$ cat src/rtl/core/nsmt_pkg.sv
// Shared types, constants and codes for the n-shot modifier tracker.
package nsmt_pkg;

    localparam int MAX_SLOTS     = 4;
    localparam int DEF_NUM_SLOTS = 4;
    localparam int KEY_W         = 16;
    localparam int TIME_W        = 16;
    localparam int MASK_W        = 8;
    localparam int SHOT_W        = 4;
    localparam int COUNT_W       = 5;
    localparam int NUM_CANCEL    = 3;
    localparam int NUM_EXTRA     = 2;
    localparam int QUEUE_DEPTH   = 2;
    localparam int CFG_IDX_W     = 3;
    localparam int CFG_DATA_W    = 64;
    localparam int IN_DATA_W     = 32;
    localparam int IN_USER_W     = 2;
    localparam int OUT_DATA_W    = 16;

    localparam logic [63:0] RST_TRIGGER_KEYS = 64'd0;
    localparam logic [31:0] RST_MOD_MASKS    = 32'd134480130;
    localparam logic [15:0] RST_MAX_SHOTS    = 16'd4369;
    localparam logic [3:0]  RST_ROLL_FLAGS   = 4'd15;
    localparam logic [47:0] RST_CANCEL_KEYS  = 48'd0;
    localparam logic [31:0] RST_EXTRA_KEYS   = 32'd0;
    localparam logic [15:0] RST_TAP_WINDOW   = 16'd200;

    typedef enum logic [1:0] {
        PH_IDLE        = 2'd0,
        PH_HELD_UNUSED = 2'd1,
        PH_HELD_USED   = 2'd2,
        PH_QUEUED      = 2'd3
    } phase_t;

    typedef enum logic [CFG_IDX_W-1:0] {
        CFG_TRIGGER_KEYS = 3'd0,
        CFG_MOD_MASKS    = 3'd1,
        CFG_MAX_SHOTS    = 3'd2,
        CFG_ROLL_FLAGS   = 3'd3,
        CFG_CANCEL_KEYS  = 3'd4,
        CFG_EXTRA_KEYS   = 3'd5,
        CFG_TAP_WINDOW   = 3'd6
    } cfg_idx_t;

    typedef struct packed {
        logic [63:0] trigger_keys;
        logic [31:0] mod_masks;
        logic [15:0] max_shots;
        logic [3:0]  roll_flags;
        logic [47:0] cancel_keys;
        logic [31:0] extra_keys;
        logic [15:0] tap_window;
    } cfg_t;

    // Classified key event handed from the front end to the slot engine.
    typedef struct packed {
        logic                  pressed;
        logic                  cancel;
        logic                  ignored;
        logic [MAX_SLOTS-1:0]  hit;
        logic [TIME_W-1:0]     now;
    } evt_t;

endpackage

$ cat src/rtl/core/nsmt_front.sv
// Front end: classify each accepted key event against trigger, ignore and cancel keys.
module nsmt_front #(
    parameter int NUM_SLOTS = nsmt_pkg::DEF_NUM_SLOTS
) (
    input  nsmt_pkg::cfg_t                        cfg,
    input  logic [nsmt_pkg::KEY_W-1:0]            key_code,
    input  logic                                  key_pressed,
    input  logic                                  cancel_layer_active,
    input  logic [nsmt_pkg::TIME_W-1:0]           event_time,
    output nsmt_pkg::evt_t                        evt
);
    import nsmt_pkg::*;

    logic [MAX_SLOTS-1:0]  hit;
    logic [NUM_EXTRA-1:0]  extra_hit;
    logic [NUM_CANCEL-1:0] cancel_hit;

    always_comb
    begin
        hit = '0;
        for (int s = 0; s < NUM_SLOTS; s++)
        begin
            hit[s] = (cfg.trigger_keys[KEY_W*s +: KEY_W] == key_code);
        end
        for (int i = 0; i < NUM_EXTRA; i++)
        begin
            extra_hit[i] = (cfg.extra_keys[KEY_W*i +: KEY_W] == key_code);
        end
        for (int i = 0; i < NUM_CANCEL; i++)
        begin
            cancel_hit[i] = (cfg.cancel_keys[KEY_W*i +: KEY_W] == key_code);
        end
    end

    always_comb
    begin
        evt.pressed = key_pressed;
        // trigger keys of every slot count as ignored keys
        evt.ignored = (|hit) | (|extra_hit);
        evt.cancel  = cancel_layer_active & (|cancel_hit);
        evt.hit     = hit;
        evt.now     = event_time;
    end

endmodule

$ cat src/rtl/core/nsmt_queue.sv
// Short event queue between the classifier and the slot engine.
module nsmt_queue (
    input  logic            clk,
    input  logic            rst_n,
    input  logic            push,
    input  nsmt_pkg::evt_t  push_evt,
    output logic            full,
    input  logic            pop,
    output logic            head_valid,
    output nsmt_pkg::evt_t  head_evt
);
    import nsmt_pkg::*;

    localparam int PTR_W = $clog2(QUEUE_DEPTH);
    localparam int CNT_W = $clog2(QUEUE_DEPTH + 1);

    evt_t             mem_reg [QUEUE_DEPTH];
    logic [PTR_W-1:0] wr_ptr_reg, wr_ptr_next;
    logic [PTR_W-1:0] rd_ptr_reg, rd_ptr_next;
    logic [CNT_W-1:0] count_reg, count_next;
    logic             do_push;
    logic             do_pop;

    assign full       = (count_reg == CNT_W'(QUEUE_DEPTH));
    assign head_valid = (count_reg != '0);
    assign head_evt   = mem_reg[rd_ptr_reg];
    assign do_push    = push & ~full;
    assign do_pop     = pop & head_valid;

    always_comb
    begin
        wr_ptr_next = wr_ptr_reg;
        rd_ptr_next = rd_ptr_reg;
        count_next  = count_reg;
        if (do_push)
        begin
            wr_ptr_next = (wr_ptr_reg == PTR_W'(QUEUE_DEPTH - 1)) ? '0 : wr_ptr_reg + 1'b1;
        end
        if (do_pop)
        begin
            rd_ptr_next = (rd_ptr_reg == PTR_W'(QUEUE_DEPTH - 1)) ? '0 : rd_ptr_reg + 1'b1;
        end
        if (do_push && !do_pop)
        begin
            count_next = count_reg + 1'b1;
        end
        else if (do_pop && !do_push)
        begin
            count_next = count_reg - 1'b1;
        end
    end

    always_ff @(posedge clk or negedge rst_n)
    begin
        if (!rst_n)
        begin
            wr_ptr_reg <= '0;
            rd_ptr_reg <= '0;
            count_reg  <= '0;
        end
        else
        begin
            wr_ptr_reg <= wr_ptr_next;
            rd_ptr_reg <= rd_ptr_next;
            count_reg  <= count_next;
        end
    end

    always_ff @(posedge clk)
    begin
        if (do_push)
        begin
            mem_reg[wr_ptr_reg] <= push_evt;
        end
    end

endmodule

$ cat src/rtl/core/nsmt_back.sv
// Slot engine: apply each queued event to all slots and register the result beat.
module nsmt_back #(
    parameter int NUM_SLOTS = nsmt_pkg::DEF_NUM_SLOTS
) (
    input  logic                               clk,
    input  logic                               rst_n,
    input  nsmt_pkg::cfg_t                     cfg,
    input  logic                               evt_valid,
    input  nsmt_pkg::evt_t                     evt,
    output logic                               evt_pop,
    output logic                               m_tvalid,
    input  logic                               m_tready,
    output logic [nsmt_pkg::OUT_DATA_W-1:0]    m_tdata
);
    import nsmt_pkg::*;

    phase_t              phase_reg [NUM_SLOTS];
    phase_t              phase_next [NUM_SLOTS];
    logic [COUNT_W-1:0]  count_reg [NUM_SLOTS];
    logic [COUNT_W-1:0]  count_next [NUM_SLOTS];
    logic [TIME_W-1:0]   ptime_reg [NUM_SLOTS];
    logic [TIME_W-1:0]   ptime_next [NUM_SLOTS];
    logic                seen_reg [NUM_SLOTS];
    logic                seen_next [NUM_SLOTS];
    logic [MASK_W-1:0]   reg_m [NUM_SLOTS];
    logic [MASK_W-1:0]   unreg_m [NUM_SLOTS];

    logic                    out_valid_reg;
    logic [OUT_DATA_W-1:0]   out_data_reg;
    logic [MASK_W-1:0]       reg_all;
    logic [MASK_W-1:0]       unreg_all;

    // advance when the output register is free or being drained
    assign evt_pop  = evt_valid & (~out_valid_reg | m_tready);
    assign m_tvalid = out_valid_reg;
    assign m_tdata  = out_data_reg;

    for (genvar s = 0; s < NUM_SLOTS; s++)
    begin : g_slot
        logic [MASK_W-1:0]  mask;
        logic [COUNT_W-1:0] limit;
        logic               roll;
        logic [TIME_W-1:0]  elapsed;

        assign mask    = cfg.mod_masks[MASK_W*s +: MASK_W];
        assign limit   = {cfg.max_shots[SHOT_W*s +: SHOT_W], 1'b0};
        assign roll    = cfg.roll_flags[s];
        assign elapsed = evt.now - ptime_reg[s];

        always_comb
        begin
            phase_next[s] = phase_reg[s];
            count_next[s] = count_reg[s];
            ptime_next[s] = ptime_reg[s];
            seen_next[s]  = seen_reg[s];
            reg_m[s]      = '0;
            unreg_m[s]    = '0;
            if (evt.hit[s])
            begin
                if (evt.pressed)
                begin
                    if (phase_reg[s] == PH_IDLE)
                    begin
                        reg_m[s] = mask;
                    end
                    phase_next[s] = PH_HELD_UNUSED;
                    count_next[s] = '0;
                    seen_next[s]  = roll;
                    ptime_next[s] = evt.now;
                end
                else if (phase_reg[s] == PH_HELD_UNUSED)
                begin
                    if (elapsed < cfg.tap_window)
                    begin
                        phase_next[s] = PH_QUEUED;
                    end
                    else
                    begin
                        phase_next[s] = PH_IDLE;
                        unreg_m[s]    = mask;
                    end
                end
                else if (phase_reg[s] == PH_HELD_USED)
                begin
                    phase_next[s] = PH_IDLE;
                    unreg_m[s]    = mask;
                end
            end
            else if (evt.pressed)
            begin
                // cancel first; a cancelled slot is idle for the rest of the beat
                if (evt.cancel && phase_next[s] != PH_IDLE)
                begin
                    phase_next[s] = PH_IDLE;
                    count_next[s] = '0;
                    seen_next[s]  = roll;
                    unreg_m[s]    = mask;
                end
                if (phase_next[s] == PH_QUEUED && !evt.ignored)
                begin
                    count_next[s] = count_next[s] + 1'b1;
                    seen_next[s]  = 1'b1;
                    if (count_next[s] == limit)
                    begin
                        phase_next[s] = PH_IDLE;
                        count_next[s] = '0;
                        seen_next[s]  = roll;
                        unreg_m[s]    = mask;
                    end
                end
                if (phase_next[s] == PH_HELD_UNUSED)
                begin
                    seen_next[s] = 1'b1;
                end
            end
            else if (!evt.ignored)
            begin
                if (phase_reg[s] == PH_HELD_UNUSED)
                begin
                    if (seen_reg[s])
                    begin
                        phase_next[s] = PH_HELD_USED;
                    end
                end
                else if (phase_reg[s] == PH_QUEUED)
                begin
                    if (seen_reg[s])
                    begin
                        count_next[s] = count_reg[s] + 1'b1;
                    end
                    if (count_next[s] == limit)
                    begin
                        phase_next[s] = PH_IDLE;
                        count_next[s] = '0;
                        seen_next[s]  = roll;
                        unreg_m[s]    = mask;
                    end
                end
            end
        end

        always_ff @(posedge clk or negedge rst_n)
        begin
            if (!rst_n)
            begin
                phase_reg[s] <= PH_IDLE;
                count_reg[s] <= '0;
                ptime_reg[s] <= '0;
                seen_reg[s]  <= 1'b0;
            end
            else if (evt_pop)
            begin
                phase_reg[s] <= phase_next[s];
                count_reg[s] <= count_next[s];
                ptime_reg[s] <= ptime_next[s];
                seen_reg[s]  <= seen_next[s];
            end
        end
    end

    always_comb
    begin
        reg_all   = '0;
        unreg_all = '0;
        for (int s = 0; s < NUM_SLOTS; s++)
        begin
            reg_all   = reg_all | reg_m[s];
            unreg_all = unreg_all | unreg_m[s];
        end
    end

    always_ff @(posedge clk or negedge rst_n)
    begin
        if (!rst_n)
        begin
            out_valid_reg <= 1'b0;
        end
        else if (evt_pop)
        begin
            out_valid_reg <= 1'b1;
        end
        else if (m_tready)
        begin
            out_valid_reg <= 1'b0;
        end
    end

    always_ff @(posedge clk)
    begin
        if (evt_pop)
        begin
            out_data_reg <= {unreg_all, reg_all};
        end
    end

endmodule

$ cat src/rtl/core/n_shot_modifier_tracker_top.sv
// Top level of the n-shot modifier tracker: configuration registers, front end, queue, slot engine.
// A key event passes through the event queue, and its result beat is held in an output register.
// Throughput: one key event per cycle unless the queue is full; all slots update together.
// A two-entry event queue lets the input side run on while the output beat is stalled.
// Reset (rst_n low, asynchronous): all slots up and idle with zero counts and times,
// queue and output empty, configuration registers back to their default values.
module n_shot_modifier_tracker_top #(
    parameter int NUM_SLOTS = nsmt_pkg::DEF_NUM_SLOTS
) (
    input  logic                                clk,
    input  logic                                rst_n,
    // s_tdata: key_code [15:0], event_time [31:16]
    input  logic [nsmt_pkg::IN_DATA_W-1:0]      s_tdata,
    // s_tuser: key_pressed [0], cancel_layer_active [1]
    input  logic [nsmt_pkg::IN_USER_W-1:0]      s_tuser,
    input  logic                                s_tvalid,
    output logic                                s_tready,
    // m_tdata: mods_to_register [7:0], mods_to_unregister [15:8]
    output logic [nsmt_pkg::OUT_DATA_W-1:0]     m_tdata,
    output logic                                m_tvalid,
    input  logic                                m_tready,
    input  logic                                cfg_valid,
    output logic                                cfg_ready,
    input  logic [nsmt_pkg::CFG_IDX_W-1:0]      cfg_index,
    input  logic [nsmt_pkg::CFG_DATA_W-1:0]     cfg_data
);
    import nsmt_pkg::*;

    cfg_t  cfg_reg;
    evt_t  front_evt;
    evt_t  head_evt;
    logic  q_full;
    logic  q_valid;
    logic  back_pop;
    logic  in_beat;

    assign cfg_ready = 1'b1;
    assign s_tready  = ~q_full;
    assign in_beat   = s_tvalid & s_tready;

    always_ff @(posedge clk or negedge rst_n)
    begin
        if (!rst_n)
        begin
            cfg_reg.trigger_keys <= RST_TRIGGER_KEYS;
            cfg_reg.mod_masks    <= RST_MOD_MASKS;
            cfg_reg.max_shots    <= RST_MAX_SHOTS;
            cfg_reg.roll_flags   <= RST_ROLL_FLAGS;
            cfg_reg.cancel_keys  <= RST_CANCEL_KEYS;
            cfg_reg.extra_keys   <= RST_EXTRA_KEYS;
            cfg_reg.tap_window   <= RST_TAP_WINDOW;
        end
        else if (cfg_valid && cfg_ready)
        begin
            case (cfg_index)
                CFG_TRIGGER_KEYS: cfg_reg.trigger_keys <= cfg_data;
                CFG_MOD_MASKS:    cfg_reg.mod_masks    <= cfg_data[31:0];
                CFG_MAX_SHOTS:    cfg_reg.max_shots    <= cfg_data[15:0];
                CFG_ROLL_FLAGS:   cfg_reg.roll_flags   <= cfg_data[3:0];
                CFG_CANCEL_KEYS:  cfg_reg.cancel_keys  <= cfg_data[47:0];
                CFG_EXTRA_KEYS:   cfg_reg.extra_keys   <= cfg_data[31:0];
                CFG_TAP_WINDOW:   cfg_reg.tap_window   <= cfg_data[15:0];
                default:          ; // drop writes past the last register
            endcase
        end
    end

    nsmt_front #(
        .NUM_SLOTS (NUM_SLOTS)
    ) u_front (
        .cfg                 (cfg_reg),
        .key_code            (s_tdata[15:0]),
        .key_pressed         (s_tuser[0]),
        .cancel_layer_active (s_tuser[1]),
        .event_time          (s_tdata[31:16]),
        .evt                 (front_evt)
    );

    nsmt_queue u_queue (
        .clk        (clk),
        .rst_n      (rst_n),
        .push       (in_beat),
        .push_evt   (front_evt),
        .full       (q_full),
        .pop        (back_pop),
        .head_valid (q_valid),
        .head_evt   (head_evt)
    );

    nsmt_back #(
        .NUM_SLOTS (NUM_SLOTS)
    ) u_back (
        .clk       (clk),
        .rst_n     (rst_n),
        .cfg       (cfg_reg),
        .evt_valid (q_valid),
        .evt       (head_evt),
        .evt_pop   (back_pop),
        .m_tvalid  (m_tvalid),
        .m_tready  (m_tready),
        .m_tdata   (m_tdata)
    );

    a_pop_needs_event: assert property (@(posedge clk) disable iff (!rst_n)
        back_pop |-> q_valid)
        else $error("slot engine advanced with an empty queue");

    a_pop_gives_beat: assert property (@(posedge clk) disable iff (!rst_n)
        back_pop |=> m_tvalid)
        else $error("processed event produced no result beat");

    a_full_holds_input: assert property (@(posedge clk) disable iff (!rst_n)
        (q_full && !back_pop) |=> q_full)
        else $error("queue drained without a pop");

    a_stall_keeps_queue: assert property (@(posedge clk) disable iff (!rst_n)
        (m_tvalid && !m_tready) |-> !back_pop)
        else $error("slot engine advanced while the result beat was stalled");

endmodule
$ cat config.mk
export PLATFORM = sky130hd
export DESIGN_NAME = n_shot_modifier_tracker_top
export DESIGN_NICKNAME = d
export VERILOG_FILES = /design/src/rtl/core/nsmt_pkg.sv /design/src/rtl/core/nsmt_front.sv /design/src/rtl/core/nsmt_queue.sv /design/src/rtl/core/nsmt_back.sv /design/src/rtl/core/n_shot_modifier_tracker_top.sv
export SDC_FILE = /design/constraint.sdc
export NUM_CORES = 1
export LEC_CHECK = 0
export ABC_AREA = 1
export BUFFER_PORTS_ARGS = -buffer_cell sky130_fd_sc_hd__buf_2
export CELL_PAD_IN_SITES_DETAIL_PLACEMENT = 0
export CELL_PAD_IN_SITES_GLOBAL_PLACEMENT = 1
export CORE_MARGIN = 2
export CORE_UTILIZATION = 50
export DETAILED_ROUTE_END_ITERATION = 10
export PLACE_DENSITY_LB_ADDON = 0.1
export SLEW_MARGIN = 25
export SYNTH_ARGS = -nofsm -noshare
export SYNTH_HDL_FRONTEND = slang
export SYNTH_HIERARCHICAL = 1
export SYNTH_SLANG_ARGS = --single-unit
export TNS_END_PERCENT = 50
$ cat constraint.sdc
create_clock -name clk -period 7.3 [get_ports clk]
set_input_delay 0.73 -clock clk [delete_from_list [all_inputs] [get_ports clk]]
set_output_delay 0.73 -clock clk [all_outputs]
set_load 0.05 [all_outputs]
==> flow_summary.toml <==
[status]
status = "complete, no violations"

[cells_and_area]
antenna_cells = 0
syn_to_final_growth_pct = 9.017
drive_above_1_share_pct = 9.032
fillers = 4939
final_cell_area_sq_um = 27370
largest_reg_flops = 212
final_cells = 4237
fin_nets = 3785

[worst_setup_path]
worstPathRequired_ns = 7.64
cpMaxStageDelayCell = "dfrtp_1"
endpoint_kind = "flip-flop"
worst_ep_arrival_time_ns = 5.85
crit_path_max_incr_delay_ns = 0.70
worstReg2RegEnd = "u_back/m_tdata[9]"
critPathKind = "flip-flop to flip-flop"
cp_max_fo = 25
r2r_cells = 21
path_common_cell = "nand2_1"
path_cells = "inv_4 -> nand2_1 -> nand2_1 -> inv_1 -> fa_1 -> nor4_1 -> nor2_1 -> o21ai_0 -> a21boi_0 -> o21ai_0 -> xor2_1 -> inv_1 -> ha_1 -> nand2_1 -> nor4_1 -> nand2_1 -> nand4_1 -> nand3_1 -> nand3_1 -> nor2_1 -> nand2_1"
r2r_start = "u_queue/rd_ptr_reg"
rrSetupSlack_ns = 1.79
start_kind = "flip-flop"

[clocking]
cts-htree-levels = 2
cts_setup_buffers = 0
clock-sinks = 375
cts_resized = 0
ctsHoldBuffers = 0
clock_latency_ns = 0.60
cts.clk_slew.worst_paths_ns = 0.06
root_buffer = "clkbuf_16"
cts_buffers = 45
cts_tree = "done"
clockBufferDepth = 3

[placement]
place_hpwl_um = 58050
routabilityCongestion = 0.9391
dp_cells = 4155
numPortBuffers = 123
place_area_sq_um = 25830

[worst_hold_path]
hp-class = "input port to async pin"

[die]
die_x_um = 228.1
die_h_um = 228.1
ios = 125
rows = 82
initial_utilization_pct = 50.34
core_sq_um = 49860
die_area_sq_um = 52010

[logic_synthesis]
synth_flop_cell = "dfrtp_1"
synth_edf_count = 62
ys_warn_count = 6
synth_cells = 3481
yosys.cell_types.count = 51
syn_area_per_cell_sq_um = 7.211
ys_ff_latch = 375
synth_area_sq_um = 25100
synth_seq_area_share_pct = 38.70
synth_fp_nets = 3736
async_reset_ff_share_pct = 83.47

[global_route]
grt_max_degree = 154
track_usage_pct = 30.69
grt_pass1_vias = 21660
overflow = 0
grt_pass1_wl_um = 124900
antenna_found_initial = 2

[sta]
worstMarginPinSlew_ns = 0.9996
hold_viol = 0
finalSetupViolations = 0
maxSlewViolCount = 0
period_share_pct = 75.52
max_freq_mhz = 181.4
timing.setup.tns_ns = 0
slew-limit-headroom_pct = 33.36
skew_ns = 0.01997
grt_setup_unrepaired = "false"
holdWs_ns = 0.1211
fin_crit_ns = 5.513

[power]
ir_worst_vdd_v = 0.0002416
total_power_uw = 12600
powerDensity_nw_per_um2 = 460.4
leakagePower_uw = 0.01437

[detailed_routing]
firstDrtPassIters = 7
postRouteAntennaNets = 0
vias_per_cell = 5.389
wl_per_cell_um = 18.94
drt_first_iter_violations = 1872
drt_wl_total_um = 80240
drc = 0
via_count = 22830

[run]
cap_viol_max_count = 0
-- worst max-delay path, delay by kind of cell (launching register included) --
| kind | cells | cell delay, ns |
|---|---|---|
| xor+xnor | 1 | 0.21 |
| simple gates | 12 | 2.13 |
| flops | 1 | 0.70 |
| buf+inv | 3 | 0.65 |
| compound gates | 3 | 0.74 |
| fa+ha+maj | 2 | 0.82 |
-- cell families (layout without fill, tap and decap cells) --
group	after synthesis	after routing	synth area share, %
simple gates	1968	1968	32.38
flops	375	375	38.70
xor+xnor	135	135	4.710
compound gates	336	336	7.258
fa+ha+maj	149	149	7.547
other cells	1	1	0.01494
buf+inv	517	601	9.391
-- worst max-delay path by stage --
stage	from	endpoint	slack, ns	cells after the start
finish	u_queue/rd_ptr_reg	u_back/m_tdata[9]	1.79	21
floorplan	u_queue/rd_ptr_reg	u_back/m_tdata[15]	3.38	24
global placement	u_queue/rd_ptr_reg	u_back/m_tdata[15]	2.05	21
global route	u_queue/rd_ptr_reg	u_back/m_tdata[15]	1.37	26
CTS	u_queue/rd_ptr_reg	u_back/m_tdata[9]	1.89	21
detailed placement	u_queue/rd_ptr_reg	u_back/m_tdata[9]	1.93	21
-- layout by cell type, fill, tap and decap left out, types with 17 or more instances in the layout --
master,instances
a21oi_1,111
buf_2,122
clkbuf_16,45
dfrtp_1,298
edfxtp_1,62
ha_1,145
inv_1,344
inv_2,17
nand2_1,1332
nand2_2,26
nand3_1,282
nand4_1,32
nor2_1,227
nor3_1,26
o21ai_0,156
xnor2_1,32
xor2_1,103
-- cells in the mapped netlist (5+ instances only) --
| cell | n | area share [%] |
|---|---|---|
| o31ai_1 | 7 | 0.21 |
| inv_4 | 14 | 0.35 |
| a21o_1 | 5 | 0.15 |
| nor2_4 | 5 | 0.22 |
| clkbuf_1 | 28 | 0.42 |
| buf_1 | 9 | 0.13 |
| a211oi_1 | 5 | 0.15 |
| ha_1 | 145 | 7.2 |
| nand2_4 | 9 | 0.40 |
| nand2_1 | 1335 | 20 |
| edfxtp_1 | 62 | 7.4 |
| nand3_2 | 8 | 0.32 |
| nor2_1 | 230 | 3.4 |
| o211ai_1 | 6 | 0.18 |
| nand2_2 | 23 | 0.57 |
| o21ai_0 | 156 | 3.1 |
| nor3_1 | 26 | 0.52 |
| inv_1 | 345 | 5.2 |
| nor2_2 | 7 | 0.17 |
| a21oi_1 | 111 | 2.2 |
| xor2_1 | 103 | 3.6 |
| buf_2 | 45 | 0.90 |
| a21boi_0 | 5 | 0.15 |
| o21ai_1 | 8 | 0.16 |
| nand4_1 | 32 | 0.80 |
| inv_2 | 16 | 0.24 |
| o22ai_1 | 14 | 0.35 |
| buf_4 | 23 | 0.69 |
| dfrtp_1 | 298 | 30 |
| xnor2_1 | 32 | 1.1 |
| nand3_1 | 282 | 5.6 |
| dfstp_2 | 15 | 1.6 |
| buf_6 | 31 | 1.4 |
-- routing by layer --
metal	part of all wire, %	global-route usage, %	wire (um)	vias to the layer above
li1	-	-	-	11160
met1	44	41.28	35220	10870
met2	48	51.83	38270	686
met3	5.5	4.050	4443	117
met4	2.9	8.864	2296	2
met5	0.015	0	12	-
-- metrics by stage --
stage          util [%]  setup WS [ns]
2_1_floorplan         -          3.379
3_3_place_gp      51.79          2.047
3_5_place_dp      51.81          1.927
4_1_cts           54.88          1.895
5_1_grt           54.88          1.372
6_report          54.88          1.787
-- where the power goes --
| group | internal (uW) | switching [uW] |
|---|---|---|
| Combinational | 2430 | 4640 |
| Sequential | 2740 | 453 |
| Clock | 1370 | 969 |
-- layout make-up --
cell class	instances	area (sq um)	share of cell area, %
multi-input cells	2589	13060	47.71
flip-flops and latches	375	9713	35.49
repair buffers	139	758.2	2.771
well taps	672	840.8	3.073
inverters	380	1466	5.359
clock buffers	56	1207	4.412
clock inverters	26	322.8	1.180
(Power assumes the default switching activity.)
